[src/hw/rtl/ppmp6_pkg.sv]
// Types, character codes and result layout for the P6 stream parser.
// No dependencies; imported by ppm_p6_stream_parser_core.
`default_nettype none

package ppmp6_pkg;

	localparam int DEF_MAX_WIDTH  = 4096;
	localparam int DEF_MAX_HEIGHT = 4096;

	localparam int S_TDATA_W = 8;
	localparam int M_TDATA_W = 64;
	localparam int M_TUSER_W = 3;

	localparam int ACC_W = 17;
	localparam logic [ACC_W-1:0] ACC_CAP    = 17'h1_0000;
	localparam logic [ACC_W-1:0] REQ_MAXVAL = 17'd255;

	localparam logic [7:0] CH_COMMENT = 8'h23;
	localparam logic [7:0] CH_LF      = 8'h0A;
	localparam logic [7:0] CH_SPACE   = 8'h20;
	localparam logic [7:0] CH_TAB     = 8'h09;
	localparam logic [7:0] CH_CR      = 8'h0D;
	localparam logic [7:0] CH_P       = 8'h50;
	localparam logic [7:0] CH_6       = 8'h36;
	localparam logic [7:0] CH_0       = 8'h30;
	localparam logic [7:0] CH_9       = 8'h39;

	localparam logic [1:0] MAGIC_NONE = 2'd0;
	localparam logic [1:0] MAGIC_P    = 2'd1;
	localparam logic [1:0] MAGIC_P6   = 2'd2;

	localparam logic [1:0] CHAN_BLUE = 2'd2;

	typedef enum logic [6:0] {
		PH_MAGIC  = 7'b000_0001,
		PH_WIDTH  = 7'b000_0010,
		PH_HEIGHT = 7'b000_0100,
		PH_MAXVAL = 7'b000_1000,
		PH_PIXELS = 7'b001_0000,
		PH_DONE   = 7'b010_0000,
		PH_ERROR  = 7'b100_0000
	} phase_t;

	typedef enum logic [2:0] {
		KIND_HEADER   = 3'd0,
		KIND_PIXEL    = 3'd1,
		KIND_ERROR    = 3'd2,
		KIND_IGNORED  = 3'd3,
		KIND_COMPLETE = 3'd4
	} kind_t;

	typedef enum logic [3:0] {
		ERR_NONE           = 4'd0,
		ERR_MAGIC          = 4'd1,
		ERR_WIDTH_MISSING  = 4'd2,
		ERR_WIDTH_INVALID  = 4'd3,
		ERR_HEIGHT_MISSING = 4'd4,
		ERR_HEIGHT_INVALID = 4'd5,
		ERR_MAXVAL_MISSING = 4'd6,
		ERR_MAXVAL_INVALID = 4'd7,
		ERR_MAXVAL_NOT_255 = 4'd8,
		ERR_TOO_LARGE      = 4'd9,
		ERR_TRUNCATED      = 4'd10
	} err_t;

	typedef struct packed {
		logic             started;
		logic             bad;
		logic [1:0]       prog;
		logic [ACC_W-1:0] acc;
	} token_t;

	typedef struct packed {
		err_t   err;
		phase_t ph;
		logic   wr_width;
		logic   wr_height;
		logic   done;
	} end_res_t;

	// error_code sits in the lowest bits of tdata
	typedef struct packed {
		logic [12:0] image_height;
		logic [12:0] image_width;
		logic [1:0]  color_channel;
		logic [11:0] pixel_row;
		logic [11:0] pixel_col;
		logic [7:0]  pixel_value;
		err_t        error_code;
	} res_data_t;

	typedef struct packed {
		kind_t     kind;
		logic      final_pixel;
		res_data_t data;
	} result_t;

endpackage

`default_nettype wire

[src/hw/rtl/ppm_p6_stream_parser_core.sv]
// Binary PPM (P6) stream parser: header tokenizer, pixel indexer, result buffer.
// Depends on ppmp6_pkg.
//
//   channel  | dir | fields
//   s_axis   | in  | tdata: data_byte; tuser: first_byte; tlast: last_byte
//   m_axis   | out | tdata: error_code .. image_height; tuser: kind; tlast: final_pixel
//
// One request per cycle while the skid entry is empty; input stage, then result buffer.
// The parse state loop (phase, token, counters) closes with no register but its own.
// arst_n clears parse state and both buffer stages; no clearing pass.
// A two-entry output buffer keeps s_axis_tready free of any path from m_axis_tready.
`default_nettype none

module ppm_p6_stream_parser_core #(
	parameter int MAX_WIDTH  = ppmp6_pkg::DEF_MAX_WIDTH,
	parameter int MAX_HEIGHT = ppmp6_pkg::DEF_MAX_HEIGHT
) (
	input  logic                            clk,
	input  logic                            arst_n,
	input  logic                            s_axis_tvalid,
	output logic                            s_axis_tready,
	input  logic [ppmp6_pkg::S_TDATA_W-1:0] s_axis_tdata,  // [7:0] data_byte
	input  logic                            s_axis_tuser,  // [0] first_byte
	input  logic                            s_axis_tlast,
	output logic                            m_axis_tvalid,
	input  logic                            m_axis_tready,
	// [3:0] error_code, [11:4] pixel_value, [23:12] pixel_col, [35:24] pixel_row,
	// [37:36] color_channel, [50:38] image_width, [63:51] image_height
	output logic [ppmp6_pkg::M_TDATA_W-1:0] m_axis_tdata,
	output logic [ppmp6_pkg::M_TUSER_W-1:0] m_axis_tuser,  // [2:0] kind
	output logic                            m_axis_tlast
);

	import ppmp6_pkg::*;

	localparam int CW = $clog2(MAX_WIDTH + 1);
	localparam int RW = $clog2(MAX_HEIGHT + 1);
	localparam logic [ACC_W-1:0] MAX_W_A = ACC_W'(MAX_WIDTH);
	localparam logic [ACC_W-1:0] MAX_H_A = ACC_W'(MAX_HEIGHT);

	logic       valid_s1;
	logic [7:0] byte_s1;
	logic       first_s1;
	logic       last_s1;
	logic       adv;

	phase_t           phase_q;
	logic             cmt_q;
	token_t           tok_q;
	logic [ACC_W-1:0] width_q;
	logic [ACC_W-1:0] height_q;
	logic [CW-1:0]    col_q;
	logic [RW-1:0]    row_q;
	logic [1:0]       chn_q;
	err_t             sticky_q;

	phase_t           ph_c, ph_n;
	logic             cmt_c, cmt_n;
	token_t           tok_c, tok_a, tok_n;
	logic [ACC_W-1:0] w_c, w_n, h_c, h_n;
	logic [CW-1:0]    col_c, col_n;
	logic [RW-1:0]    row_c, row_n;
	logic [1:0]       chn_c, chn_n;
	err_t             sticky_c, sticky_n;
	end_res_t         end_r;
	logic             ends;
	logic             is_final;
	err_t             err;
	result_t          res;

	logic    m_valid_q;
	result_t m_res_q;
	logic    skid_valid_q;
	result_t skid_res_q;
	logic    pop;

	function automatic logic is_space(logic [7:0] b);
		return (b == CH_SPACE) || ((b >= CH_TAB) && (b <= CH_CR));
	endfunction

	function automatic token_t add_char(phase_t ph, token_t tok, logic [7:0] b);
		token_t           r;
		logic [ACC_W+3:0] v;
		r = tok;
		r.started = 1'b1;
		v = '0;
		if (!tok.bad) begin
			if (ph == PH_MAGIC) begin
				if ((tok.prog == MAGIC_NONE) && (b == CH_P)) begin
					r.prog = MAGIC_P;
				end else if ((tok.prog == MAGIC_P) && (b == CH_6)) begin
					r.prog = MAGIC_P6;
				end else begin
					r.bad = 1'b1;
				end
			end else if ((b >= CH_0) && (b <= CH_9)) begin
				v = {1'b0, tok.acc, 3'b000} + {3'b000, tok.acc, 1'b0} + (ACC_W+4)'(b[3:0]);
				r.acc = (v > (ACC_W+4)'(ACC_CAP)) ? ACC_CAP : v[ACC_W-1:0];
			end else begin
				r.bad = 1'b1;
			end
		end
		return r;
	endfunction

	function automatic end_res_t end_token(phase_t ph, token_t tok,
			logic [ACC_W-1:0] w, logic [ACC_W-1:0] h);
		end_res_t r;
		logic     num_ok;
		r.err = ERR_NONE;
		r.ph = ph;
		r.wr_width = 1'b0;
		r.wr_height = 1'b0;
		r.done = 1'b0;
		num_ok = tok.started && !tok.bad && (tok.acc != '0);
		unique case (ph)
			PH_MAGIC: begin
				if (tok.started && !tok.bad && (tok.prog == MAGIC_P6)) begin
					r.ph = PH_WIDTH;
				end else begin
					r.err = ERR_MAGIC;
				end
			end
			PH_WIDTH: begin
				priority if (!tok.started) begin
					r.err = ERR_WIDTH_MISSING;
				end else if (!num_ok) begin
					r.err = ERR_WIDTH_INVALID;
				end else begin
					r.wr_width = 1'b1;
					r.ph = PH_HEIGHT;
				end
			end
			PH_HEIGHT: begin
				priority if (!tok.started) begin
					r.err = ERR_HEIGHT_MISSING;
				end else if (!num_ok) begin
					r.err = ERR_HEIGHT_INVALID;
				end else begin
					r.wr_height = 1'b1;
					r.ph = PH_MAXVAL;
				end
			end
			default: begin
				priority if (!tok.started) begin
					r.err = ERR_MAXVAL_MISSING;
				end else if (!num_ok) begin
					r.err = ERR_MAXVAL_INVALID;
				end else if (tok.acc != REQ_MAXVAL) begin
					r.err = ERR_MAXVAL_NOT_255;
				end else if ((w > MAX_W_A) || (h > MAX_H_A)) begin
					r.err = ERR_TOO_LARGE;
				end else begin
					r.ph = PH_PIXELS;
					r.done = 1'b1;
				end
			end
		endcase
		return r;
	endfunction

	// input stage
	assign s_axis_tready = !valid_s1 || !skid_valid_q;
	assign adv = valid_s1 && !skid_valid_q;

	always_ff @(posedge clk or negedge arst_n) begin
		if (!arst_n) begin
			valid_s1 <= 1'b0;
		end else if (s_axis_tready) begin
			valid_s1 <= s_axis_tvalid;
		end
	end

	always_ff @(posedge clk) begin
		if (s_axis_tready) begin
			byte_s1  <= s_axis_tdata;
			first_s1 <= s_axis_tuser;
			last_s1  <= s_axis_tlast;
		end
	end

	// parse one byte
	always_comb begin
		ph_c     = first_s1 ? PH_MAGIC : phase_q;
		cmt_c    = first_s1 ? 1'b0 : cmt_q;
		tok_c    = first_s1 ? '0 : tok_q;
		w_c      = first_s1 ? '0 : width_q;
		h_c      = first_s1 ? '0 : height_q;
		col_c    = first_s1 ? '0 : col_q;
		row_c    = first_s1 ? '0 : row_q;
		chn_c    = first_s1 ? '0 : chn_q;
		sticky_c = first_s1 ? ERR_NONE : sticky_q;

		ph_n     = ph_c;
		cmt_n    = cmt_c;
		tok_a    = tok_c;
		tok_n    = tok_c;
		w_n      = w_c;
		h_n      = h_c;
		col_n    = col_c;
		row_n    = row_c;
		chn_n    = chn_c;
		sticky_n = sticky_c;
		end_r    = '0;
		ends     = 1'b0;
		is_final = 1'b0;
		err      = ERR_NONE;
		res      = '0;
		res.kind = KIND_HEADER;

		unique case (ph_c)
			PH_ERROR: begin
				res.kind = KIND_ERROR;
				err = sticky_c;
			end
			PH_DONE: begin
				res.kind = KIND_IGNORED;
			end
			PH_PIXELS: begin
				if (cmt_c) begin
					if (byte_s1 == CH_LF) begin
						cmt_n = 1'b0;
					end
					if (last_s1) begin
						err = ERR_TRUNCATED;
					end
				end else begin
					is_final = (ACC_W'(col_c) + 1'b1 == w_c) && (ACC_W'(row_c) + 1'b1 == h_c)
						&& (chn_c == CHAN_BLUE);
					if (last_s1 && !is_final) begin
						err = ERR_TRUNCATED;
					end else begin
						res.kind = KIND_PIXEL;
						res.data.pixel_value = byte_s1;
						res.data.pixel_col = 12'(col_c);
						res.data.pixel_row = 12'(row_c);
						res.data.color_channel = chn_c;
						res.final_pixel = is_final;
						if (is_final) begin
							ph_n = PH_DONE;
						end else if (chn_c == CHAN_BLUE) begin
							chn_n = '0;
							if (ACC_W'(col_c) + 1'b1 >= w_c) begin
								col_n = '0;
								row_n = row_c + RW'(1);
							end else begin
								col_n = col_c + CW'(1);
							end
						end else begin
							chn_n = chn_c + 2'd1;
						end
					end
				end
			end
			default: begin
				if (cmt_c) begin
					if (byte_s1 == CH_LF) begin
						cmt_n = 1'b0;
					end
				end else if (!tok_c.started) begin
					if (byte_s1 == CH_COMMENT) begin
						cmt_n = 1'b1;
					end else if (!is_space(byte_s1)) begin
						tok_a = add_char(ph_c, tok_c, byte_s1);
					end
				end else if (is_space(byte_s1)) begin
					ends = 1'b1;
				end else if (byte_s1 == CH_COMMENT) begin
					cmt_n = 1'b1;
					ends = 1'b1;
				end else begin
					tok_a = add_char(ph_c, tok_c, byte_s1);
				end
				tok_n = tok_a;
				if (ends || last_s1) begin
					end_r = end_token(ph_c, tok_a, w_c, h_c);
					tok_n = '0;
					ph_n = end_r.ph;
					if (end_r.wr_width) begin
						w_n = tok_a.acc;
					end
					if (end_r.wr_height) begin
						h_n = tok_a.acc;
					end
					if (end_r.done) begin
						res.kind = KIND_COMPLETE;
						col_n = '0;
						row_n = '0;
						chn_n = '0;
					end
					priority if (end_r.err != ERR_NONE) begin
						err = end_r.err;
					end else if (last_s1) begin
						priority if (end_r.ph == PH_PIXELS) begin
							err = ERR_TRUNCATED;
						end else if (end_r.ph == PH_WIDTH) begin
							err = ERR_WIDTH_MISSING;
						end else if (end_r.ph == PH_HEIGHT) begin
							err = ERR_HEIGHT_MISSING;
						end else begin
							err = ERR_MAXVAL_MISSING;
						end
					end else begin
						err = ERR_NONE;
					end
				end
			end
		endcase

		if (err != ERR_NONE) begin
			res.kind = KIND_ERROR;
			res.final_pixel = 1'b0;
			res.data.pixel_value = '0;
			res.data.pixel_col = '0;
			res.data.pixel_row = '0;
			res.data.color_channel = '0;
			if (ph_c != PH_ERROR) begin
				ph_n = PH_ERROR;
				sticky_n = err;
			end
		end
		res.data.error_code = err;
		res.data.image_width = 13'(w_n);
		res.data.image_height = 13'(h_n);
	end

	// parse state
	always_ff @(posedge clk or negedge arst_n) begin
		if (!arst_n) begin
			phase_q  <= PH_MAGIC;
			cmt_q    <= 1'b0;
			tok_q    <= '0;
			width_q  <= '0;
			height_q <= '0;
			col_q    <= '0;
			row_q    <= '0;
			chn_q    <= '0;
			sticky_q <= ERR_NONE;
		end else if (adv) begin
			phase_q  <= ph_n;
			cmt_q    <= cmt_n;
			tok_q    <= tok_n;
			width_q  <= w_n;
			height_q <= h_n;
			col_q    <= col_n;
			row_q    <= row_n;
			chn_q    <= chn_n;
			sticky_q <= sticky_n;
		end
	end

	// result buffer: main register plus skid entry
	assign pop = m_valid_q && m_axis_tready;

	always_ff @(posedge clk or negedge arst_n) begin
		if (!arst_n) begin
			m_valid_q    <= 1'b0;
			skid_valid_q <= 1'b0;
		end else if (skid_valid_q) begin
			if (pop) begin
				skid_valid_q <= 1'b0;
			end
		end else if (adv) begin
			if (m_valid_q && !pop) begin
				skid_valid_q <= 1'b1;
			end else begin
				m_valid_q <= 1'b1;
			end
		end else if (pop) begin
			m_valid_q <= 1'b0;
		end
	end

	always_ff @(posedge clk) begin
		if (skid_valid_q) begin
			if (pop) begin
				m_res_q <= skid_res_q;
			end
		end else if (adv) begin
			if (m_valid_q && !pop) begin
				skid_res_q <= res;
			end else begin
				m_res_q <= res;
			end
		end
	end

	assign m_axis_tvalid = m_valid_q;
	assign m_axis_tdata  = m_res_q.data;
	assign m_axis_tuser  = m_res_q.kind;
	assign m_axis_tlast  = m_res_q.final_pixel;

endmodule

`default_nettype wire

[config.mk]
export PLATFORM = sky130hd
export DESIGN_NAME = ppm_p6_stream_parser_core
export DESIGN_NICKNAME = d
export VERILOG_FILES = /design/src/hw/rtl/ppmp6_pkg.sv /design/src/hw/rtl/ppm_p6_stream_parser_core.sv
export SDC_FILE = /design/constraint.sdc
export NUM_CORES = 1
export LEC_CHECK = 0
export BUFFER_PORTS_ARGS = -buffer_cell sky130_fd_sc_hd__buf_2
export CAP_MARGIN = 20
export CORE_ASPECT_RATIO = 0.9
export CORE_UTILIZATION = 51
export CTS_CLUSTER_SIZE = 10
export DETAILED_ROUTE_END_ITERATION = 16
export GPL_ROUTABILITY_DRIVEN = 0
export GPL_TIMING_DRIVEN = 0
export PLACE_DENSITY = 0.71
export SYNTH_ARGS = -nofsm -noshare
export SYNTH_HDL_FRONTEND = slang
export SYNTH_SLANG_ARGS = --single-unit
[constraint.sdc]
create_clock -name clk -period 6.8 [get_ports clk]
set_input_delay 0.68 -clock clk [delete_from_list [all_inputs] [get_ports clk]]
set_output_delay 0.68 -clock clk [all_outputs]
set_load 0.01 [all_outputs]
; After elaboration in Yosys (flattened, before gate mapping)
; Cells that the tools add are included.
[totals]
reg_bits = 244
output_inout_bits = 70
word_cells = 256
[op_classes]
add_sub_neg = 7
n_lt_le_gt_ge = 8
eq_ne = 24
mux = 146
bitwise = 1
reduce_logical = 34
[ops]
columns = cell, count
row1 = $mux W68, 4
row2 = $mux W13, 16
row3 = $mux W17, 11
row4 = $mux W21, 8
row5 = $mux W34, 4
row6 = $mux W7, 14
row7 = $mux W20, 3
row8 = $mux W4, 15
row9 = $pmux W13 S2, 2
row10 = $mux W1, 39
row11 = $gt A17 B13 Y1 const B, 2
row12 = $pmux W11 S3, 1
row13 = $mux W2, 15
row14 = $add A13 B1 Y14 const B, 2
row15 = $add A13 B1 Y13 const B, 2
row16 = $eq A8 B6 Y1 const B, 3
row17 = $mux W11, 2
row18 = $add A20 B18 Y21, 1
row19 = $add A21 B4 Y21, 1
row20 = $gt A21 B17 Y1 const B, 1
row21 = $eq A14 B17 Y1, 1
row22 = $eq A17 B17 Y1, 1
row23 = $ge A14 B17 Y1, 1
row24 = $ne A17 B8 Y1 const B, 1
row25 = 36 further kinds, 70

; Longest topological paths before layout
; Gate-level depths: netlist of run 1.
[depth]
depth_word = 34
mapped_depth = 28
depth_no_buf = 23

; Worst setup path before layout of run 1
; OpenSTA, ideal clock, no wires.
[synth_timing]
kind = reg-to-reg
from = register first_s1
to = register m_res_q, in the netlist m_axis_tuser[1], data pin
setup_time_ns = 0.259
arrival_time_ns = 6.350
path_slack_ns = 0.191
stages_incl_launch_ff = 24
n_path_buf = 5
synth_period_minus_slack_ns = 6.609
path_cell_list = edfxtp_1 clkbuf_1 buf_1 clkbuf_1 clkbuf_1 clkbuf_1 nor2b_1 ha_1 ha_1 fa_1 a21o_1 a221o_1 a21o_1 or4b_1 a22o_1 o41ai_4 a31oi_1 a211oi_2 and3_1 nor4_1 a211o_1 nor3_4 nand2_4 o31a_1
[synth_between]
elab_cells_between_ends = 103
cone_classes = add/sub: 4 / order compare: 3 / eq/ne: 15 / mux: 65 / reduce/logical: 16
[synth_rtl]
columns = item, line
row1 = "start, declared", ppm_p6_stream_parser_core.sv:43  ; logic first_s1;
row2 = "start signal, assigned", ppm_p6_stream_parser_core.sv:177  ; first_s1 <= s_axis_tuser;
row3 = $mux W21, ppm_p6_stream_parser_core.sv:186  ; tok_c = first_s1 ? '0 : tok_q;
row4 = $add A20 B18 Y21 / $eq A2 B1 Y1 (equally long branches), "ppm_p6_stream_parser_core.sv:97, ppm_p6_stream_parser_core.sv:91"
row5 = $add A21 B4 Y21 / $logic_and A1 B1 Y1 (equally long branches), "ppm_p6_stream_parser_core.sv:97, ppm_p6_stream_parser_core.sv:91"
row6 = $gt A21 B17 Y1 / $mux W1 (equally long branches), "ppm_p6_stream_parser_core.sv:98, ppm_p6_stream_parser_core.sv:91"
row7 = $mux W17 / $mux W1 (equally long branches), "ppm_p6_stream_parser_core.sv:98, ppm_p6_stream_parser_core.sv:89"
row8 = $mux W17 / $mux W1 (equally long branches), "ppm_p6_stream_parser_core.sv:96, ppm_p6_stream_parser_core.sv:88"
row9 = $mux W17 / $mux W20 (equally long branches), "ppm_p6_stream_parser_core.sv:88, ppm_p6_stream_parser_core.sv:87"
row10 = "$mux W20, or another cell as far along", ppm_p6_stream_parser_core.sv:87  ; if (!tok.bad) begin
row11 = [16 not listed], -
row12 = $mux W4, ppm_p6_stream_parser_core.sv:275  ; if (ends || last_s1) begin
row13 = $pmux W4 S3 (*), ppm_p6_stream_parser_core.sv:211  ; unique case (ph_c)
row14 = named net err[3], ppm_p6_stream_parser_core.sv:68  ; err_t err;
row15 = $reduce_bool A4 Y1 (*), ppm_p6_stream_parser_core.sv:310  ; if (err != ERR_NONE) begin
row16 = $mux W4 (*), ppm_p6_stream_parser_core.sv:310
row17 = $mux W68 (*), ppm_p6_stream_parser_core.sv:380  ; if (m_valid_q && !pop) begin
row18 = $mux W68 (*), ppm_p6_stream_parser_core.sv:379  ; end else if (adv) begin
row19 = $mux W68 (*), ppm_p6_stream_parser_core.sv:375  ; if (skid_valid_q) begin
row20 = "end signal, assigned", ppm_p6_stream_parser_core.sv:377  ; m_res_q <= skid_res_q;
row21 = "end signal, assigned", ppm_p6_stream_parser_core.sv:383  ; m_res_q <= res;
row22 = "end, declared", ppm_p6_stream_parser_core.sv:72  ; result_t m_res_q;
; Mark *: on every way through the listed nets, which the timed path passes. The rest lies on a longest branch. The select of a mux whose other input is x is not followed.
; A chain may end at the register's enable or synchronous reset.

; Final worst setup path of run 1
[layout_timing]
from = register first_s1
to = register sticky_q[3]
[layout_between]
elab_cells_between_ends = 100
cone_classes = add/sub: 4 / order compare: 3 / eq/ne: 16 / mux: 61 / reduce/logical: 16
[layout_rtl]
columns = item, line
row1 = $mux W21, ppm_p6_stream_parser_core.sv:186
row2 = $add A20 B18 Y21 / $eq A2 B1 Y1 (equally long branches), "ppm_p6_stream_parser_core.sv:97, ppm_p6_stream_parser_core.sv:91"
row3 = $add A21 B4 Y21 / $logic_and A1 B1 Y1 (equally long branches), "ppm_p6_stream_parser_core.sv:97, ppm_p6_stream_parser_core.sv:91"
row4 = $gt A21 B17 Y1 / $mux W1 (equally long branches), "ppm_p6_stream_parser_core.sv:98, ppm_p6_stream_parser_core.sv:91"
row5 = $mux W17 / $mux W1 (equally long branches), "ppm_p6_stream_parser_core.sv:98, ppm_p6_stream_parser_core.sv:89"
row6 = $mux W17 / $mux W1 (equally long branches), "ppm_p6_stream_parser_core.sv:96, ppm_p6_stream_parser_core.sv:88"
row7 = $mux W17 / $mux W20 (equally long branches), "ppm_p6_stream_parser_core.sv:88, ppm_p6_stream_parser_core.sv:87"
row8 = "$mux W20, or another cell as far along", ppm_p6_stream_parser_core.sv:87
row9 = [13 not listed], -
row10 = $mux W4, ppm_p6_stream_parser_core.sv:294  ; priority if (end_r.ph == PH_PIXELS) begin
row11 = $mux W4, ppm_p6_stream_parser_core.sv:293  ; end else if (last_s1) begin
row12 = $mux W4, ppm_p6_stream_parser_core.sv:291  ; priority if (end_r.err != ERR_NONE) begin
row13 = $mux W4, ppm_p6_stream_parser_core.sv:275
row14 = $pmux W4 S3 (*), ppm_p6_stream_parser_core.sv:211
row15 = named net err[3], ppm_p6_stream_parser_core.sv:68
row16 = $reduce_bool A4 Y1 / $mux W4 (equally long branches), "ppm_p6_stream_parser_core.sv:310, ppm_p6_stream_parser_core.sv:317"
row17 = $mux W4 (*), ppm_p6_stream_parser_core.sv:310
row18 = "end signal, assigned", ppm_p6_stream_parser_core.sv:348  ; sticky_q <= sticky_n;
row19 = "end, declared", ppm_p6_stream_parser_core.sv:55  ; err_t sticky_q;
; Marked as above.

==> results.cfg, run 1 <==
[setup_path]
r2r_setup_slack_ps = 170
reg2reg_to = sticky_q[3]
timing.critical_path.to = sticky_q[3]
worst_r2r_path_depth = 26
critPathSlowestCell = a41oi_1
worstSetupStartpointType = flop
required_time_of_the_critical_path_ps = 7230
max_stage_delay_ps = 540
regToRegStartpoint = first_s1
worst-path-max-fanout = 19
end_kind = flop
setup.worst_path.class = flop to flop
critical-path-top-cell-by-count = buf_4
critPathArrivalTime_ps = 7060
critical_path.startpoint = first_s1

[flow_run]
timing.max_cap.violations = 0

[min_path]
hold_path_class = input pin to async pin

[pwr]
irDropWorstVdd_v = 0.000181
power.density_nw_per_um2 = 312
static-leakage-power_nw = 6.77

[route]
routed_wire_length_per_instance_microns = 21.1
detail_route.iter0.violations = 1581
drc_errors = 0
detail-route-antenna-nets = 0
route.final.wire_length_mm = 40.1
total_via_count_after_detailed_routing = 12066
dr.pass1.iters = 5
routed_via_density = 6.33

[floorplanning]
die_area_sq_um = 28400
die_w_microns = 178
fp.coreArea_sq_um = 27200
boundaryPins = 84
chipHeight_microns = 160
starting_density = 0.521
rows = 57

[finish]
antennaDiodeCount = 0
final_nets = 1594
area.growth.synth_to_final_pct = 14.7
stdcell_area_sq_um = 16200
final_common_cell = nand2_1
finalNonFillerCells = 1906
final_cell_mix = nand2_1 (182), edfxtp_1 (146), o21ai_0 (102), dfrtp_1 (97), nor2_1 (92)
layout-drive-gt1-share = 0.159
final_util = 0.598

[place]
placement.setup.worst_slack_ps = -2170
portBuffers = 83
dpl-instance-area_sq_um = 15100
numPlacedInstances = 1843
dpl.hpwl_mm = 29.2

[sta]
fmax_mhz = 151
timing.final.crit_share = 0.975
rsz0062_at_grt = false
worst_clock_skew_ps = 11.0
slew_viol_final = 0
setup-violations-final = 0
postLayoutSetupSlackWorst_ps = 169
tightestPinTransition_ps = 931
timing.hold.ws_ps = 208
relSlewSlack = 0.379
min_period_ps = 6630
final_hold_viol_count = 0

[synth]
synth-main-ff-cell = edfxtp_1
netlist.top_cell.by_area = edfxtp_1
synth_async_sr_flop_share = 0.402
post_synth_instance_area_sq_um = 14200
portion_of_synthesized_cell_area_occupied_by_the_leading_cell_type = 0.310
syn-num-nets = 1467
biggest_area_contributors_in_the_synthesized_netlist = edfxtp_1 (31%), dfrtp_1 (17%), nand2_1 (4.8%)
synth-warning-count = 0
synth.yosys.seq_area_share = 0.483
yosys.cell_types.count = 96
count_of_flip_flops_with_a_built_in_enable_after_synthesis = 146
syn_area_per_cell_sq_um = 10.1
synth-seq-cells = 244
syn_inst = 1403

[grt]
antenna_violations_before_repair = 0
via_count_of_the_first_global_routing_pass = 11430
grt_util_all_layers = 0.288
grt_overflow_total = 0
wire_length_of_the_first_global_routing_pass_mm = 64.3
grt_start_max_net_pins = 69

[run_status]
status = finished clean

[clock_network]
numClockSinks = 244
worst_skew_pair.late_latency_ps = 540
tritoncts = yes
cts_max_path_buffers = 3
cts.root.buffer_cell = clkbuf_16
hold_buffers = 0
cts_inserted_buffers = 29
clock_pin_slew_of_the_registers_on_the_worst_case_setup_and_hold_paths_ps = 60
htree_levels = 1
==> cell families (layout without fill, tap and decap cells) <==
| family | Yosys count | count (layout) | synth area share |
|---|---|---|---|
| simple gates | 505 | 505 | 0.176 |
| mux | 61 | 61 | 0.0479 |
| compound gates | 393 | 393 | 0.194 |
| buf+inv | 113 | 262 | 0.0309 |
| xor+xnor | 37 | 37 | 0.0234 |
| fa+ha+maj | 50 | 50 | 0.0447 |
| flops | 244 | 244 | 0.483 |
==> routing by layer <==
metal,GRT usage,share of wire,up-vias
met5,0,0,-
met3,0.0574,0.094,111
met1,0.420,0.44,5783
met2,0.425,0.43,654
li1,-,-,5518
met4,0.0975,0.037,0
==> what timing repair did <==
action | CTS | global route
pin swaps | 8 | 3
setup buffers | 11 | 3
endpoints found under the setup margin | 219 | 158
resized for setup | 32 | 20
==> synth_stat cells (7+ instances only) <==
master,number
a21o_1,13
a21oi_1,58
a22o_1,32
a31oi_1,17
a32o_1,12
and2_1,38
and3_1,17
and4_1,8
clkbuf_1,65
dfrtp_1,97
edfxtp_1,146
ha_1,49
inv_1,37
mux2_2,51
mux2i_1,7
nand2_1,182
nand2b_1,10
nand3_1,36
nand4_1,16
nor2_1,93
nor2b_1,34
nor3_1,22
nor4_1,11
o211ai_1,9
o21a_1,19
o21ai_0,103
o21ai_1,9
o31ai_1,20
o41ai_1,7
or3_1,8
xnor2_1,23
xor2_1,13
==> cell type report <==
type                       count  area [sq um]
inverter                      39           151
multi-input combinational   1046          7020
tap                          354           443
clock inverter                 3          18.8
timing repair buffer         101           606
fill                        2264         10900
buffer                        69           313
clock buffer                  50           856
sequential                   244          6840
==> flip-flops by register name, indices dropped and copies added, names as in the netlist, 2 cells and up <==
| register | cells |
|---|---|
| sticky_q | 4 |
| tok_q | 21 |
| m_axis_tdata | 64 |
| chn_q | 2 |
| width_q | 17 |
| skid_res_q | 68 |
| m_axis_tuser | 3 |
| col_q | 13 |
| height_q | 17 |
| row_q | 13 |
| byte_s1 | 8 |
| phase_q | 7 |
==> report_power, final <==
part | total, mW | internal, mW | switching, mW
sequential | 2.09 | 1.98 | 0.103
combinational | 1.54 | 0.493 | 1.05
clock | 1.44 | 0.846 | 0.594
==> metrics by stage <==
| step | TNS (ps) | power [mW] |
|---|---|---|
| floorplan | 0 | 3.03 |
| global placement | -326340 | 3.56 |
| detailed placement | -334640 | 3.60 |
| CTS | -55.3 | 5.07 |
| global route | 0 | 5.31 |
| finish | 0 | 5.07 |
==> worst min path at each step <==
stage                     cells past startpoint   endpoint  slack, ps
after global placement                        2   tok_q[3]        460
after CTS                                     1  tok_q[18]        210
after global routing                          1  tok_q[18]        250
final                                         1  tok_q[10]        210
after detailed placement                      2   tok_q[3]        470
after floorplan                               0   chn_q[0]        380
==> critical path: cells and delay by family, from the launching register on <==
family	cells	cell delay, ps
compound gates	9	2750
buf+inv	8	1410
fa+ha+maj	3	890
simple gates	5	740
flops	1	490
xor+xnor	1	200
No activity file was read; power rests on OpenSTA's default activity.
==> run 2, diff against run 1 <==
--- a/config.mk
+++ b/config.mk
@@ -14,6 +14,7 @@
 export GPL_ROUTABILITY_DRIVEN = 0
 export GPL_TIMING_DRIVEN = 0
 export PLACE_DENSITY = 0.71
+export SETUP_SLACK_MARGIN = 0.2
 export SYNTH_ARGS = -nofsm -noshare
 export SYNTH_HDL_FRONTEND = slang
 export SYNTH_SLANG_ARGS = --single-unit
==> run 2 against run 1 <==
Compared with the run above: first-iteration DRC count is 16% lower; routed wire length grew 0.68%; critical path depth up 2; largest power group unchanged; sequential share of layout area down 0.72 points; critical path type unchanged; setup slack gained 160 ps; non-clock buffer count grew 14; largest cell class unchanged.
==> results.cfg, run 2 (same netlist as run 1, synthesis figures left out) <==
[run_status]
status = finished clean

[finish]
layout-drive-gt1-share = 0.180
final_common_cell = nand2_1
largest_reg_flops = 68
antennaDiodeCount = 0
final.fill_count = 2254
final_nets = 1608
seqCellArea_sq_um = 6840
final_cell_mix = nand2_1 (181), edfxtp_1 (146), o21ai_0 (101), dfrtp_1 (97), nor2_1 (92)
area.growth.synth_to_final_pct = 16.7
multiInputGateArea_sq_um = 7180
final_util = 0.608
registers.top_by_ff_count = skid_res_q

[setup_path]
worst_r2r_path_depth = 28
required_time_of_the_critical_path_ps = 7090
critical-path-top-cell-by-count = buf_6
worstSetupStartpointType = flop
setup.worst_path.class = flop to flop
worst-path-max-fanout = 10
max_stage_delay_ps = 420
r2r_setup_slack_ps = 330
reg2reg_to = m_axis_tuser[1]
cp.buffers_inverters = 8
timing.critical_path.to = m_axis_tuser[1]
critPathSlowestCell = edfxtp_1
regToRegStartpoint = first_s1
end_kind = flop
critical_path.startpoint = first_s1
critPathArrivalTime_ps = 6770
cp_num_cells = 28
timing.critical_path.max_delay_family = simple AND/OR/NAND/NOR gates

[clock_network]
worst_skew_pair.late_latency_ps = 550
htree_levels = 1
clock_pin_slew_of_the_registers_on_the_worst_case_setup_and_hold_paths_ps = 60
tritoncts = yes
hold_buffers = 0
cts_max_path_buffers = 3
numClockSinks = 244
cts_inserted_buffers = 29
cts.root.buffer_cell = clkbuf_16

[grt]
grt_util_all_layers = 0.285
wire_length_of_the_first_global_routing_pass_mm = 63.6
via_count_of_the_first_global_routing_pass = 11328
grt_start_max_net_pins = 69
antenna_violations_before_repair = 0
grt_overflow_total = 0

[sta]
final_hold_viol_count = 0
timing.hold.ws_ps = 234
rsz0062_at_grt = false
relSlewSlack = 0.287
timing.final.crit_share = 0.952
fmax_mhz = 155
tightestPinTransition_ps = 1060
setup-violations-final = 0
worst_clock_skew_ps = 14.8
min_period_ps = 6470
slew_viol_final = 0

[route]
detail-route-antenna-nets = 0
routed_wire_length_per_instance_microns = 21.0
drc_errors = 0
routed_via_density = 6.34
route.final.wire_length_mm = 40.4
dr.pass1.iters = 8
detail_route.iter0.violations = 1330
total_via_count_after_detailed_routing = 12175

[floorplanning]
chipHeight_microns = 160
starting_density = 0.521
die_area_sq_um = 28400
fp.coreArea_sq_um = 27200
rows = 57
die_w_microns = 178
boundaryPins = 84

[min_path]
hold_path_class = input pin to async pin

[place]
dpl.hpwl_mm = 29.0
portBuffers = 83

[flow_run]
timing.max_cap.violations = 0

[pwr]
irDropWorstVdd_v = 0.000225
power.density_nw_per_um2 = 308
static-leakage-power_nw = 6.86
[run 2: changes by cell type in the layout (fill, tap and decap cells not counted), sizes merged]
| cell | delta |
|---|---|
| buf | +15 |
| clkinvlp | +1 |
| clkbuf | -1 |
[run 2: report_power, final]
part,switching (mW),internal (mW),leakage [nW]
clock network,0.591,0.816,0.407
logic,1.07,0.524,3.68
registers,0.100,1.98,2.78
[run 2: worst min-delay path by stage]
stage,end,cells after the start
2_1_floorplan,chn_q[0],0
3_3_place_gp,tok_q[3],2
3_5_place_dp,tok_q[3],2
4_1_cts,cmt_q,1
5_1_grt,cmt_q,1
6_report,tok_q[1],1
[run 2: metrics by stage]
stage	power (mW)	cells	area [sq um]	worst slack [ps]	setup TNS (ps)
after floorplan	3.03	1403	14200	278	0
after global placement	3.56	1840	15000	-1980	-285620
after detailed placement	3.61	1843	15100	-2030	-304850
after CTS	5.05	1907	16300	164	0
after global routing	5.33	1921	16500	152	0
final	5.09	1921	16500	327	0
[run 2: cell type report]
class	instances	area share
clock inverter	4	0.00159
timing repair buffer	110	0.0412
inverter	39	0.00901
multi-input combinational	1046	0.434
tap	354	0.0268
clock buffer	50	0.0499
sequential	244	0.414
buffer	74	0.0235
[run 2: per-layer routing]
layer | vias up | wire (microns) | global-route usage
li1 | 5551 | - | -
met1 | 5837 | 17900 | 0.426
met2 | 672 | 17300 | 0.417
met3 | 115 | 3580 | 0.0438
met4 | 0 | 1550 | 0.105
met5 | - | 0 | 0
[run 2: timing repair]
item,in CTS,in global routing
buffers inserted,10,13
endpoints found under the setup margin,220,146
pin swaps,13,17
resized for setup,54,44
gates cloned,0,0
[run 2: worst register-to-register path: cells and delay by family, from the launching register on]
kind / cells / cell delay [ps]
fa+ha+maj: 2 / 410
compound gates: 6 / 1310
simple gates: 12 / 2730
flops: 1 / 420
buf+inv: 8 / 1370
